<file path="config.mk">
export PLATFORM = sky130hd
export DESIGN_NAME = hsv_color_blob_centroid_unit
export DESIGN_NICKNAME = d
export VERILOG_FILES = /design/src/sv/hcbc_pkg.sv /design/src/sv/hcbc_queue.sv /design/src/sv/hcbc_front.sv /design/src/sv/hcbc_back.sv /design/src/sv/hsv_color_blob_centroid_unit.sv
export SDC_FILE = /design/constraint.sdc
export NUM_CORES = 1
export LEC_CHECK = 0
export BUFFER_PORTS_ARGS = -buffer_cell sky130_fd_sc_hd__clkbuf_2
export CAP_MARGIN = 20
export CORE_MARGIN = 1.5
export CORE_UTILIZATION = 62
export DETAILED_ROUTE_END_ITERATION = 8
export PLACE_DENSITY = 0.88
export REMOVE_ABC_BUFFERS = 1
export SLEW_MARGIN = 40
export SYNTH_ARGS = -nofsm -noshare
export SYNTH_HDL_FRONTEND = slang
export SYNTH_SLANG_ARGS = --single-unit
</file>
<file path="constraint.sdc">
create_clock -name clk_i -period 7.97 [get_ports clk_i]
set_input_delay 1.1955 -clock clk_i [delete_from_list [all_inputs] [get_ports clk_i]]
set_output_delay 1.1955 -clock clk_i [all_outputs]
set_load 0.01 [all_outputs]
</file>
<file path="src/sv/hcbc_pkg.sv">
// Shared widths, register indexes, reset values and types of the HSV blob centroid unit.
package hcbc_pkg;

  localparam int unsigned ChanWidth    = 8;
  localparam int unsigned RowWidth     = 9;
  localparam int unsigned ColWidth     = 10;
  localparam int unsigned SumWidth     = 28;
  localparam int unsigned CntWidth     = 19;
  localparam int unsigned CfgIdxWidth  = 4;
  localparam int unsigned CfgDataWidth = 9;

  localparam int unsigned FrameHeightDefault = 480;
  localparam int unsigned QueueDepthDefault  = 4;

  localparam logic [CntWidth-1:0] CntMax = '1;

  // Configuration register indexes.
  localparam logic [CfgIdxWidth-1:0] RegHueMin     = 4'd0;
  localparam logic [CfgIdxWidth-1:0] RegHueMax     = 4'd1;
  localparam logic [CfgIdxWidth-1:0] RegSatMin     = 4'd2;
  localparam logic [CfgIdxWidth-1:0] RegSatMax     = 4'd3;
  localparam logic [CfgIdxWidth-1:0] RegValMin     = 4'd4;
  localparam logic [CfgIdxWidth-1:0] RegValMax     = 4'd5;
  localparam logic [CfgIdxWidth-1:0] RegRowCutoff  = 4'd6;
  localparam logic [CfgIdxWidth-1:0] RegInvertMask = 4'd7;

  localparam logic [ChanWidth-1:0] HueMinReset = 8'd166;
  localparam logic [ChanWidth-1:0] HueMaxReset = 8'd179;
  localparam logic [ChanWidth-1:0] SatMinReset = 8'd101;
  localparam logic [ChanWidth-1:0] SatMaxReset = 8'd189;
  localparam logic [ChanWidth-1:0] ValMinReset = 8'd181;
  localparam logic [ChanWidth-1:0] ValMaxReset = 8'd255;

  typedef struct packed {
    logic [ChanWidth-1:0] hue_min;
    logic [ChanWidth-1:0] hue_max;
    logic [ChanWidth-1:0] sat_min;
    logic [ChanWidth-1:0] sat_max;
    logic [ChanWidth-1:0] val_min;
    logic [ChanWidth-1:0] val_max;
    logic [RowWidth-1:0]  row_cutoff;
    logic                 invert_mask;
  } cfg_t;

  // One classified item on its way from the front end to the back end.
  typedef struct packed {
    logic                mask_bit;
    logic                frame_end;
    logic [SumWidth-1:0] row_sum;
    logic [SumWidth-1:0] col_sum;
    logic [CntWidth-1:0] hit_count;
  } entry_t;

endpackage

</file>
<file path="src/sv/hcbc_queue.sv">
// Small register FIFO of classified items between the front end and the back end.
module hcbc_queue #(
  parameter int unsigned Depth = hcbc_pkg::QueueDepthDefault
) (
  input  logic            clk_i,
  input  logic            rst_ni,
  input  logic            push_i,
  input  hcbc_pkg::entry_t entry_i,
  output logic            full_o,
  input  logic            pop_i,
  output hcbc_pkg::entry_t entry_o,
  output logic            empty_o
);

  localparam int unsigned PtrWidth   = (Depth > 1) ? $clog2(Depth) : 1;
  localparam int unsigned CountWidth = $clog2(Depth + 1);

  hcbc_pkg::entry_t         store_q [Depth];
  logic [PtrWidth-1:0]      wr_ptr_q, wr_ptr_d;
  logic [PtrWidth-1:0]      rd_ptr_q, rd_ptr_d;
  logic [CountWidth-1:0]    count_q, count_d;

  assign full_o  = (count_q == CountWidth'(Depth));
  assign empty_o = (count_q == '0);
  assign entry_o = store_q[rd_ptr_q];

  always_comb begin
    wr_ptr_d = wr_ptr_q;
    rd_ptr_d = rd_ptr_q;
    count_d  = count_q;
    if (push_i) begin
      wr_ptr_d = (wr_ptr_q == PtrWidth'(Depth - 1)) ? '0 : wr_ptr_q + PtrWidth'(1);
    end
    if (pop_i) begin
      rd_ptr_d = (rd_ptr_q == PtrWidth'(Depth - 1)) ? '0 : rd_ptr_q + PtrWidth'(1);
    end
    if (push_i && !pop_i) begin
      count_d = count_q + CountWidth'(1);
    end else if (pop_i && !push_i) begin
      count_d = count_q - CountWidth'(1);
    end
  end

  always_ff @(posedge clk_i or negedge rst_ni) begin
    if (!rst_ni) begin
      wr_ptr_q <= '0;
      rd_ptr_q <= '0;
      count_q  <= '0;
    end else begin
      wr_ptr_q <= wr_ptr_d;
      rd_ptr_q <= rd_ptr_d;
      count_q  <= count_d;
    end
  end

  always_ff @(posedge clk_i) begin
    if (push_i) begin
      store_q[wr_ptr_q] <= entry_i;
    end
  end

endmodule

</file>
<file path="src/sv/hcbc_front.sv">
// Front end: configuration registers, colour window test and frame accumulators.
module hcbc_front #(
  parameter int unsigned FrameHeight = hcbc_pkg::FrameHeightDefault
) (
  input  logic                               clk_i,
  input  logic                               rst_ni,
  input  logic                               cfg_valid_i,
  output logic                               cfg_ready_o,
  input  logic [hcbc_pkg::CfgIdxWidth-1:0]   cfg_index_i,
  input  logic [hcbc_pkg::CfgDataWidth-1:0]  cfg_data_i,
  input  logic                               in_valid_i,
  output logic                               in_stall_o,
  input  logic [hcbc_pkg::ChanWidth-1:0]     hue_i,
  input  logic [hcbc_pkg::ChanWidth-1:0]     saturation_i,
  input  logic [hcbc_pkg::ChanWidth-1:0]     brightness_i,
  input  logic [hcbc_pkg::RowWidth-1:0]      pixel_row_i,
  input  logic [hcbc_pkg::ColWidth-1:0]      pixel_col_i,
  input  logic                               frame_end_i,
  output logic                               push_o,
  output hcbc_pkg::entry_t                   entry_o,
  input  logic                               full_i
);

  localparam logic [hcbc_pkg::RowWidth-1:0] RowCutoffReset =
    hcbc_pkg::RowWidth'(FrameHeight - 1);

  hcbc_pkg::cfg_t                    cfg_q, cfg_d;
  logic [hcbc_pkg::SumWidth-1:0]     row_sum_q, row_sum_d;
  logic [hcbc_pkg::SumWidth-1:0]     col_sum_q, col_sum_d;
  logic [hcbc_pkg::CntWidth-1:0]     hit_count_q, hit_count_d;
  logic [hcbc_pkg::SumWidth:0]       row_add, col_add;
  logic [hcbc_pkg::SumWidth-1:0]     row_sum_new, col_sum_new;
  logic [hcbc_pkg::CntWidth-1:0]     hit_count_new;
  logic                              hit;
  logic                              accept;

  assign cfg_ready_o = 1'b1;
  assign in_stall_o  = full_i;
  assign accept      = in_valid_i && !full_i;
  assign push_o      = accept;

  always_comb begin
    cfg_d = cfg_q;
    if (cfg_valid_i) begin
      case (cfg_index_i)
        hcbc_pkg::RegHueMin:     cfg_d.hue_min     = cfg_data_i[hcbc_pkg::ChanWidth-1:0];
        hcbc_pkg::RegHueMax:     cfg_d.hue_max     = cfg_data_i[hcbc_pkg::ChanWidth-1:0];
        hcbc_pkg::RegSatMin:     cfg_d.sat_min     = cfg_data_i[hcbc_pkg::ChanWidth-1:0];
        hcbc_pkg::RegSatMax:     cfg_d.sat_max     = cfg_data_i[hcbc_pkg::ChanWidth-1:0];
        hcbc_pkg::RegValMin:     cfg_d.val_min     = cfg_data_i[hcbc_pkg::ChanWidth-1:0];
        hcbc_pkg::RegValMax:     cfg_d.val_max     = cfg_data_i[hcbc_pkg::ChanWidth-1:0];
        hcbc_pkg::RegRowCutoff:  cfg_d.row_cutoff  = cfg_data_i[hcbc_pkg::RowWidth-1:0];
        hcbc_pkg::RegInvertMask: cfg_d.invert_mask = cfg_data_i[0];
        default: ;
      endcase
    end
  end

  assign hit = (hue_i >= cfg_q.hue_min) && (hue_i <= cfg_q.hue_max) &&
               (saturation_i >= cfg_q.sat_min) && (saturation_i <= cfg_q.sat_max) &&
               (brightness_i >= cfg_q.val_min) && (brightness_i <= cfg_q.val_max) &&
               (pixel_row_i <= cfg_q.row_cutoff);

  // The all-ones limit means a carry out of the sum is exactly the overflow case.
  assign row_add = {1'b0, row_sum_q} + (hcbc_pkg::SumWidth + 1)'(pixel_row_i);
  assign col_add = {1'b0, col_sum_q} + (hcbc_pkg::SumWidth + 1)'(pixel_col_i);

  always_comb begin
    row_sum_new   = row_sum_q;
    col_sum_new   = col_sum_q;
    hit_count_new = hit_count_q;
    if (hit) begin
      row_sum_new   = row_add[hcbc_pkg::SumWidth] ? '1 : row_add[hcbc_pkg::SumWidth-1:0];
      col_sum_new   = col_add[hcbc_pkg::SumWidth] ? '1 : col_add[hcbc_pkg::SumWidth-1:0];
      hit_count_new = (hit_count_q == hcbc_pkg::CntMax) ? hit_count_q
                                                        : hit_count_q + hcbc_pkg::CntWidth'(1);
    end
  end

  always_comb begin
    row_sum_d   = row_sum_q;
    col_sum_d   = col_sum_q;
    hit_count_d = hit_count_q;
    if (accept) begin
      if (frame_end_i) begin
        row_sum_d   = '0;
        col_sum_d   = '0;
        hit_count_d = '0;
      end else begin
        row_sum_d   = row_sum_new;
        col_sum_d   = col_sum_new;
        hit_count_d = hit_count_new;
      end
    end
  end

  assign entry_o.mask_bit  = hit ^ cfg_q.invert_mask;
  assign entry_o.frame_end = frame_end_i;
  assign entry_o.row_sum   = row_sum_new;
  assign entry_o.col_sum   = col_sum_new;
  assign entry_o.hit_count = hit_count_new;

  always_ff @(posedge clk_i or negedge rst_ni) begin
    if (!rst_ni) begin
      cfg_q.hue_min     <= hcbc_pkg::HueMinReset;
      cfg_q.hue_max     <= hcbc_pkg::HueMaxReset;
      cfg_q.sat_min     <= hcbc_pkg::SatMinReset;
      cfg_q.sat_max     <= hcbc_pkg::SatMaxReset;
      cfg_q.val_min     <= hcbc_pkg::ValMinReset;
      cfg_q.val_max     <= hcbc_pkg::ValMaxReset;
      cfg_q.row_cutoff  <= RowCutoffReset;
      cfg_q.invert_mask <= 1'b0;
      row_sum_q         <= '0;
      col_sum_q         <= '0;
      hit_count_q       <= '0;
    end else begin
      cfg_q       <= cfg_d;
      row_sum_q   <= row_sum_d;
      col_sum_q   <= col_sum_d;
      hit_count_q <= hit_count_d;
    end
  end

endmodule

</file>
<file path="src/sv/hcbc_back.sv">
// Back end: centroid division, result formatting and the output register.
module hcbc_back (
  input  logic                           clk_i,
  input  logic                           rst_ni,
  input  logic                           empty_i,
  input  hcbc_pkg::entry_t               entry_i,
  output logic                           pop_o,
  output logic                           out_valid_o,
  input  logic                           out_stall_i,
  output logic                           mask_bit_o,
  output logic                           centroid_valid_o,
  output logic [hcbc_pkg::RowWidth-1:0]  centroid_row_o,
  output logic [hcbc_pkg::ColWidth-1:0]  centroid_col_o,
  output logic [hcbc_pkg::CntWidth-1:0]  match_count_o
);

  localparam int unsigned SumW  = hcbc_pkg::SumWidth;
  localparam int unsigned CntW  = hcbc_pkg::CntWidth;
  localparam int unsigned RowW  = hcbc_pkg::RowWidth;
  localparam int unsigned ColW  = hcbc_pkg::ColWidth;
  localparam int unsigned RemW  = CntW + 1;
  localparam int unsigned StepW = $clog2(SumW);

  localparam logic [1:0] StIdle = 2'd0;
  localparam logic [1:0] StDiv  = 2'd1;
  localparam logic [1:0] StDone = 2'd2;

  logic [1:0]        state_q, state_d;
  logic [StepW-1:0]  step_q, step_d;
  logic [SumW-1:0]   dvd_row_q, dvd_row_d, dvd_col_q, dvd_col_d;
  logic [SumW-1:0]   quo_row_q, quo_row_d, quo_col_q, quo_col_d;
  logic [RemW-1:0]   rem_row_q, rem_row_d, rem_col_q, rem_col_d;
  logic [CntW-1:0]   div_q, div_d;
  logic              mask_q, mask_d;

  logic              out_valid_q, out_valid_d;
  logic              res_mask_q, res_mask_d;
  logic              res_cv_q, res_cv_d;
  logic [RowW-1:0]   res_row_q, res_row_d;
  logic [ColW-1:0]   res_col_q, res_col_d;
  logic [CntW-1:0]   res_cnt_q, res_cnt_d;

  logic              out_free;
  logic              load_out;
  logic [RemW-1:0]   row_shift, col_shift;
  logic              row_ge, col_ge;

  assign out_free = !out_valid_q || !out_stall_i;

  // One restoring division step per cycle on each coordinate, sharing the divisor.
  assign row_shift = {rem_row_q[RemW-2:0], dvd_row_q[SumW-1]};
  assign col_shift = {rem_col_q[RemW-2:0], dvd_col_q[SumW-1]};
  assign row_ge    = row_shift >= {1'b0, div_q};
  assign col_ge    = col_shift >= {1'b0, div_q};

  always_comb begin
    state_d    = state_q;
    step_d     = step_q;
    dvd_row_d  = dvd_row_q;
    dvd_col_d  = dvd_col_q;
    quo_row_d  = quo_row_q;
    quo_col_d  = quo_col_q;
    rem_row_d  = rem_row_q;
    rem_col_d  = rem_col_q;
    div_d      = div_q;
    mask_d     = mask_q;
    pop_o      = 1'b0;
    load_out   = 1'b0;
    res_mask_d = res_mask_q;
    res_cv_d   = res_cv_q;
    res_row_d  = res_row_q;
    res_col_d  = res_col_q;
    res_cnt_d  = res_cnt_q;

    case (state_q)
      StIdle: begin
        if (!empty_i) begin
          if (entry_i.frame_end && (entry_i.hit_count != '0)) begin
            pop_o     = 1'b1;
            dvd_row_d = entry_i.row_sum;
            dvd_col_d = entry_i.col_sum;
            rem_row_d = '0;
            rem_col_d = '0;
            quo_row_d = '0;
            quo_col_d = '0;
            div_d     = entry_i.hit_count;
            mask_d    = entry_i.mask_bit;
            step_d    = StepW'(SumW - 1);
            state_d   = StDiv;
          end else if (out_free) begin
            // Plain pixels and empty frames need no division.
            pop_o      = 1'b1;
            load_out   = 1'b1;
            res_mask_d = entry_i.mask_bit;
            res_cv_d   = entry_i.frame_end;
            res_row_d  = '0;
            res_col_d  = '0;
            res_cnt_d  = '0;
          end
        end
      end
      StDiv: begin
        dvd_row_d = {dvd_row_q[SumW-2:0], 1'b0};
        dvd_col_d = {dvd_col_q[SumW-2:0], 1'b0};
        rem_row_d = row_ge ? row_shift - {1'b0, div_q} : row_shift;
        rem_col_d = col_ge ? col_shift - {1'b0, div_q} : col_shift;
        quo_row_d = {quo_row_q[SumW-2:0], row_ge};
        quo_col_d = {quo_col_q[SumW-2:0], col_ge};
        step_d    = step_q - StepW'(1);
        if (step_q == '0) begin
          state_d = StDone;
        end
      end
      StDone: begin
        if (out_free) begin
          load_out   = 1'b1;
          res_mask_d = mask_q;
          res_cv_d   = 1'b1;
          res_row_d  = (|quo_row_q[SumW-1:RowW]) ? '1 : quo_row_q[RowW-1:0];
          res_col_d  = (|quo_col_q[SumW-1:ColW]) ? '1 : quo_col_q[ColW-1:0];
          res_cnt_d  = div_q;
          state_d    = StIdle;
        end
      end
      default: begin
        state_d = StIdle;
      end
    endcase
  end

  always_comb begin
    out_valid_d = out_valid_q;
    if (load_out) begin
      out_valid_d = 1'b1;
    end else if (!out_stall_i) begin
      out_valid_d = 1'b0;
    end
  end

  always_ff @(posedge clk_i or negedge rst_ni) begin
    if (!rst_ni) begin
      state_q     <= StIdle;
      out_valid_q <= 1'b0;
    end else begin
      state_q     <= state_d;
      out_valid_q <= out_valid_d;
    end
  end

  always_ff @(posedge clk_i) begin
    step_q     <= step_d;
    dvd_row_q  <= dvd_row_d;
    dvd_col_q  <= dvd_col_d;
    quo_row_q  <= quo_row_d;
    quo_col_q  <= quo_col_d;
    rem_row_q  <= rem_row_d;
    rem_col_q  <= rem_col_d;
    div_q      <= div_d;
    mask_q     <= mask_d;
    res_mask_q <= res_mask_d;
    res_cv_q   <= res_cv_d;
    res_row_q  <= res_row_d;
    res_col_q  <= res_col_d;
    res_cnt_q  <= res_cnt_d;
  end

  assign out_valid_o      = out_valid_q;
  assign mask_bit_o       = res_mask_q;
  assign centroid_valid_o = res_cv_q;
  assign centroid_row_o   = res_row_q;
  assign centroid_col_o   = res_col_q;
  assign match_count_o    = res_cnt_q;

endmodule

</file>
<file path="src/sv/hsv_color_blob_centroid_unit.sv">
// Top level of the HSV colour window detector with blob centroid.
//
//   Channel | Direction | Handshake                | Payload
//   --------+-----------+--------------------------+------------------------------------------
//   cfg     | in        | cfg_valid_i, cfg_ready_o | cfg_index_i, cfg_data_i
//   in      | in        | in_valid_i, in_stall_o   | hue, saturation, brightness, row, col, end
//   out     | out       | out_valid_o, out_stall_i | mask_bit, centroid valid/row/col, count
//
// Ordinary pixels pass at one item per cycle when the back end is not dividing and the output
// is not stalled, through the queue and the output register. A frame-end item with at least
// one match holds the back end while the bit-per-cycle restoring divider runs; the queue of
// QueueDepth items lets the front end keep accepting meanwhile, and it stalls only once the
// queue is full. Reset is asynchronous and restores the register defaults and clears the
// accumulators; there is no clearing pass. Configuration writes are always ready.
module hsv_color_blob_centroid_unit #(
  parameter int unsigned FrameHeight = hcbc_pkg::FrameHeightDefault,
  parameter int unsigned QueueDepth  = hcbc_pkg::QueueDepthDefault
) (
  input  logic                               clk_i,
  input  logic                               rst_ni,
  input  logic                               cfg_valid_i,
  output logic                               cfg_ready_o,
  input  logic [hcbc_pkg::CfgIdxWidth-1:0]   cfg_index_i,
  input  logic [hcbc_pkg::CfgDataWidth-1:0]  cfg_data_i,
  input  logic                               in_valid_i,
  output logic                               in_stall_o,
  input  logic [hcbc_pkg::ChanWidth-1:0]     hue_i,
  input  logic [hcbc_pkg::ChanWidth-1:0]     saturation_i,
  input  logic [hcbc_pkg::ChanWidth-1:0]     brightness_i,
  input  logic [hcbc_pkg::RowWidth-1:0]      pixel_row_i,
  input  logic [hcbc_pkg::ColWidth-1:0]      pixel_col_i,
  input  logic                               frame_end_i,
  output logic                               out_valid_o,
  input  logic                               out_stall_i,
  output logic                               mask_bit_o,
  output logic                               centroid_valid_o,
  output logic [hcbc_pkg::RowWidth-1:0]      centroid_row_o,
  output logic [hcbc_pkg::ColWidth-1:0]      centroid_col_o,
  output logic [hcbc_pkg::CntWidth-1:0]      match_count_o
);

  hcbc_pkg::entry_t push_entry;
  hcbc_pkg::entry_t pop_entry;
  logic             push;
  logic             pop;
  logic             full;
  logic             empty;

  hcbc_front #(
    .FrameHeight (FrameHeight)
  ) u_front (
    .clk_i        (clk_i),
    .rst_ni       (rst_ni),
    .cfg_valid_i  (cfg_valid_i),
    .cfg_ready_o  (cfg_ready_o),
    .cfg_index_i  (cfg_index_i),
    .cfg_data_i   (cfg_data_i),
    .in_valid_i   (in_valid_i),
    .in_stall_o   (in_stall_o),
    .hue_i        (hue_i),
    .saturation_i (saturation_i),
    .brightness_i (brightness_i),
    .pixel_row_i  (pixel_row_i),
    .pixel_col_i  (pixel_col_i),
    .frame_end_i  (frame_end_i),
    .push_o       (push),
    .entry_o      (push_entry),
    .full_i       (full)
  );

  hcbc_queue #(
    .Depth (QueueDepth)
  ) u_queue (
    .clk_i   (clk_i),
    .rst_ni  (rst_ni),
    .push_i  (push),
    .entry_i (push_entry),
    .full_o  (full),
    .pop_i   (pop),
    .entry_o (pop_entry),
    .empty_o (empty)
  );

  hcbc_back u_back (
    .clk_i            (clk_i),
    .rst_ni           (rst_ni),
    .empty_i          (empty),
    .entry_i          (pop_entry),
    .pop_o            (pop),
    .out_valid_o      (out_valid_o),
    .out_stall_i      (out_stall_i),
    .mask_bit_o       (mask_bit_o),
    .centroid_valid_o (centroid_valid_o),
    .centroid_row_o   (centroid_row_o),
    .centroid_col_o   (centroid_col_o),
    .match_count_o    (match_count_o)
  );

endmodule

</file>
==> results.md, run 1 <==
* Layout fillers at 3266
* Initial Util at 0.627
* Endpoints failing setup at 0
* Commonest non-fill, non-tap cells in the layout: edfxtp_1 (523), nand2_1 (283), a21oi_1 (132)
* Min-Delay Path Class: register to register
* WS Path Type: register to register
* Startpoint Class: register
* DIE AREA at 0.0520 sq mm
* Status: complete, no violations
* Placer Congestion at 0.922
* Register area share after synthesis at 0.616
* Yosys reg bits at 666
* Port buffer count at 103
* Final net count at 2673
* DRT Wirelength at 70700 um
* Cts bufs inserted at 67
* Top_reg_cell synth: edfxtp_1
* Vias in the first global route at 21034
* Fraction of layout cells with a size suffix above 1 at 0.167
* # IOs at 105
* Final Cell Area at 0.0348 sq mm
* Die width at 228 um
* FMAX at 211 MHz
* Routed len/inst at 22.0 um
* Tcrit/Tclk final at 0.593
* Setup TNS at 0 ns
* Sw Share at 0.326
* Slew HR at 0.445
* Netlist cell types at 84
* Synthesized area per cell at 13.1 sq um
* Max-slew violation count at 0
* Row cnt at 82
* Die Height at 228 um
* CP Capture Type: register
* Tot GR Track Use at 0.275
* Largest net degree at the start of global routing at 85
* Core area at 0.0501 sq mm
* Synthesis warning total at 0
* DR vias at 20410
* Critical path data required time at 8.24 ns
* Pwr dens at 369 mW/mm^2
* DR iter-0 viols at 2196
* Post-synth EDFFs at 523
* Maxcap violations at 0
* Area delta synth->final at 10.7%
* Crit path time final at 4.73 ns
* P_sw at 4180 uW
* Leading cell type in the layout, fill and taps excluded: edfxtp_1
* Skew-Pair Late Insertion Delay at 0.62 ns
* RSZ-0062 raised after global routing: false
* Critical path fanouts, max at 82
* Cell leakage power at 0.0135 uW
* Final hold violation count at 0
* Detailed Place HPWL at 44600 um
* Setup bufs post-CTS at 0
* Pwr Total at 12800 uW
* VDD IR max at 0.000190 V
* Cts hold-fix bufs at 0
* P_int at 8640 uW
* H-tree depth at 3
* Final cell count without fillers at 3210
* Synthesized area at 0.0314 sq mm
* Clock network fraction of total power at 0.247
* Clock slew at reported path FFs at 0.06 ns
* Worst-case clock buffer depth at 3
* Area post-placement at 0.0326 sq mm
* Critical Path AT at 5.00 ns
* Antenna fix cells at 0
* Clock tree sinks at 666
* CTS resizes at 0
* Global-route wire length before repair at 113000 um
* Hold WS at 0.505 ns
* Dpl cells at 3087
* Worst Max-Slew Pin Slew at 0.830 ns
* Clk_skew at 0.0225 ns
* GR Overflow Total at 0
* DR DRC count at 0
* DRT Pass-1 Iters at 6
* CTS tree: yes
* Syn Inst Count at 2394
* Root Buffer: clkbuf_16
* Combinational share of power at 0.316
* Seq pwr share at 0.437
* Async set-reset flop share out of synthesis at 0.215
* Initial antenna violation count at 0
* Vias/cell at 6.36
* Final ANT Viol Nets at 0
[layer usage]
| metal | vias up | wire (um) | track usage |
|---|---|---|---|
| met5 | - | 0 | 0 |
| met4 | 0 | 2280 | 0.0962 |
| met3 | 203 | 5190 | 0.0436 |
| met2 | 1031 | 36400 | 0.484 |
| met1 | 10031 | 26800 | 0.346 |
| li1 | 9145 | - | - |
[synth_stat cells, types with 26 or more instances]
cell | number | share of area
ha_1 | 122 | 0.049
nor2_1 | 126 | 0.015
a21o_1 | 26 | 0.0062
mux2_2 | 46 | 0.016
mux2i_1 | 32 | 0.010
nand2_1 | 284 | 0.034
and2_1 | 82 | 0.016
inv_1 | 101 | 0.012
mux4_2 | 65 | 0.047
o21ai_0 | 112 | 0.018
nand3_1 | 37 | 0.0059
clkbuf_1 | 72 | 0.0086
edfxtp_1 | 523 | 0.50
xnor2_1 | 44 | 0.012
o21a_1 | 33 | 0.0079
a31oi_1 | 33 | 0.0066
dfrtp_1 | 103 | 0.082
dfstp_2 | 40 | 0.033
a21oi_1 | 132 | 0.021
[worst max-delay path: stages, from the launching register on]
cell	delay, ns
dfrtp_4	0.65
buf_4	0.65
mux4_1	0.70
nor4_1	0.44
nand4_1	0.23
o41ai_2	0.48
or2_2	0.29
nand2_8	0.36
buf_6	0.49
[area by class of cell]
class,instances,area (sq um),share of cell area
Clock inverter,32,344,0.00989
Multi-Input combinational cell,1520,11300,0.325
Inverter,101,379,0.0109
Tap cell,672,841,0.0242
Timing Repair Buffer,128,731,0.0210
Clock buffer,91,1850,0.0531
Sequential cell,666,19300,0.556
[state kept, by name (all words and copies together), names as in the netlist, 28 cells and up]
signal             cells
u_back.quo_col_q      28
u_back.dvd_col_q      28
u_back.dvd_row_q      28
u_front.row_sum_q     28
u_front.cfg_q         58
u_front.col_sum_q     28
u_back.quo_row_q      28
u_queue.store_q      308
[power by group through the flow]
stage,clock network [uW],logic (uW),registers [uW]
6_report,3170,4050,5610
5_1_grt,3330,4440,5690
4_1_cts,3200,4040,5600
3_5_place_dp,0,3970,5630
3_3_place_gp,0,3750,5560
2_1_floorplan,0,2900,5630
[final timing paths]
path	to	depth (start not counted)	start	slack, ns
min in group asynchronous	u_front.cfg_q[48]	1	rst_ni	0.63
min reg2reg	u_front.cfg_q[48]	1	u_front.cfg_q[48]	0.51
max	u_back.dvd_row_q[20]	8	u_queue.rd_ptr_q[0]	3.24
min	u_front.cfg_q[48]	1	u_front.cfg_q[48]	0.51
max reg2reg	u_back.dvd_row_q[20]	8	u_queue.rd_ptr_q[0]	3.24
max in group asynchronous	u_front.hit_count_q[17]	2	rst_ni	6.24
[kinds of logic after synthesis]
family	after synthesis	synth area share
compound gates	474	0.0975
flops	666	0.616
xor+xnor	63	0.0176
fa+ha+maj	127	0.0518
mux	156	0.0837
simple gates	699	0.107
other cells	1	0.000119
buf+inv	208	0.0268
[metrics by stage]
stage,setup WS (ns),utilization
floorplan,-0.326,-
global placement,2.85,0.650
detailed placement,3.12,0.651
CTS,3.15,0.694
global route,3.03,0.695
finish,3.24,0.695
Power figures use the tool's default switching activity.
==> run 2, diff against run 1 <==
- clock period: 7.97 -> 4.5 ns (I/O delays scaled with it)
==> run 2 against run 1 <==
  * Combinational power increased by 82%
  * Power increased by 76%
  * Register-to-register slack got worse by 2.7 ns
  * Critical path depth increased by 4
  * Global-route usage increased by 0.36 points
  * Routed wire length increased by 1.9%
  * Setup slack got worse by 2.7 ns
  * Fmax increased by 18%
  * Core utilization increased by 0.11 points
  * Highest routed layer unchanged
==> results.md, run 2 (synthesized netlist as in run 1, its figures left out) <==
* Status: complete, no violations
* Root Buffer: clkbuf_16
* Cts bufs inserted at 67
* Cts hold-fix bufs at 0
* R2R Path End: u_queue.count_q[2]
* RSZ-0062 raised after global routing: false
* Routed len/inst at 22.4 um
* H-tree depth at 3
* Die Height at 228 um
* Critical Path AT at 4.52 ns
* Tcrit/Tclk final at 0.888
* Slowest cell delay on critical path at 0.66 ns
* R2R setup slack at 0.51 ns
* DR DRC count at 0
* Critical path data required time at 5.02 ns
* Vias in the first global route at 21411
* GR Overflow Total at 0
* Clk_skew at 0.0264 ns
* Bufs and invs on worst path at 2
* DRT Wirelength at 72000 um
* DIE AREA at 0.0520 sq mm
* Slowest CP cell: mux4_1
* Commonest non-fill, non-tap cells in the layout: edfxtp_1 (523), nand2_1 (283), a21oi_1 (132)
* Worst Max-Slew Pin Slew at 0.791 ns
* Number of flip-flops in the largest register at 308
* Tot GR Track Use at 0.278
* Final net count at 2690
* FMAX at 250 MHz
* Slew HR at 0.471
* Min-Delay Path Class: input pin to asynchronous set/reset pin
* Cell Chain, Critical Path: mux4_1, nor4_1, nand4_1, o41ai_2, a31oi_1, inv_1, ha_1, inv_1, fa_1, xor2_1, nor2_1, xor2_1
* Max-slew violation count at 0
* DRT Pass-1 Iters at 6
* Clock tree sinks at 666
* CTS resizes at 0
* Initial Util at 0.627
* Fraction of layout cells with a size suffix above 1 at 0.169
* Most flop-heavy register: u_queue.store_q
* Crit path time final at 3.99 ns
* Final ANT Viol Nets at 0
* Area delta synth->final at 10.9%
* CTS tree: yes
* Crit Reg-Reg Startpoint: u_queue.rd_ptr_q[0]
* Largest net degree at the start of global routing at 87
* Row cnt at 82
* # IOs at 105
* VDD IR max at 0.000389 V
* DR vias at 20786
* WS Path Type: register to register
* Clock slew at reported path FFs at 0.06 ns
* Final hold violation count at 0
* Top Family by Delay on Critical Path: simple AND/OR/NAND/NOR gates
* Critical path fanouts, max at 17
* Core area at 0.0501 sq mm
* DR iter-0 viols at 2083
* Cell leakage power at 0.0135 uW
* Worst-case clock buffer depth at 3
* Register-to-Register Path Depth at 12
* Pwr Total at 22600 uW
* Placer Congestion at 0.909
* Setup bufs post-CTS at 0
* Die width at 228 um
* Endpoints failing setup at 0
* Global-route wire length before repair at 114000 um
* Vias/cell at 6.45
* Largest regs: u_queue.store_q (308), u_front.cfg_q (58)
* Skew-Pair Late Insertion Delay at 0.61 ns
* Antenna fix cells at 0
* Leading cell type in the layout, fill and taps excluded: edfxtp_1
* Fin util at 0.696
* Maxcap violations at 0
* CP Capture Type: register
* Initial antenna violation count at 0
* Pwr dens at 649 mW/mm^2
* Detailed Place HPWL at 46700 um
* Startpoint Class: register
* Port buffer count at 103
[run 2: per-stage QoR]
stage | instances | hold WS, ns | setup slack [ns] | TNS [ns] | area, sq um
global placement | 3102 | 0.473 | 0.639 | 0 | 32700
finish | 3223 | 0.110 | 0.505 | 0 | 34800
CTS | 3223 | 0.147 | 0.483 | 0 | 34800
detailed placement | 3104 | 0.495 | 0.484 | 0 | 32800
floorplan | 2287 | 0.379 | -3.80 | -748.17 | 30900
global route | 3223 | 0.164 | 0.319 | 0 | 34800
[run 2: cell type report]
class                      count  area, sq um
multi-input combinational   1520        11300
timing repair buffer         145          921
sequential                   666        19300
tap                          672          841
inverter                     101          379
clock buffer                  98         1880
fill                        3233        15200
clock inverter                21          195
[run 2: worst max path at each step]
stage                        startpoint                      to  cells past startpoint
finish              u_queue.rd_ptr_q[0]      u_queue.count_q[2]                     12
global placement               hue_i[1]  u_queue.store_q[0][69]                     11
global route        u_queue.rd_ptr_q[0]      u_queue.count_q[2]                     12
detailed placement  u_queue.rd_ptr_q[0]      u_queue.count_q[2]                     12
CTS                 u_queue.rd_ptr_q[0]      u_queue.count_q[2]                     12
floorplan           u_queue.rd_ptr_q[0]     u_back.dvd_col_q[0]                      6
[run 2: metal layers]
metal  vias to the layer above  global-route usage  part of all wire
met5                         -                   0                 0
li1                       9180                   -                 -
met3                       264              0.0481             0.068
met2                      1023               0.488              0.51
met1                     10319               0.338              0.38
met4                         0               0.128             0.044
[run 2: report_power, final]
group          internal (uW)  total [uW]  switching, uW
Sequential              9090        9920            829
Clock                   3070        5340           2270
Combinational           3040        7370           4330
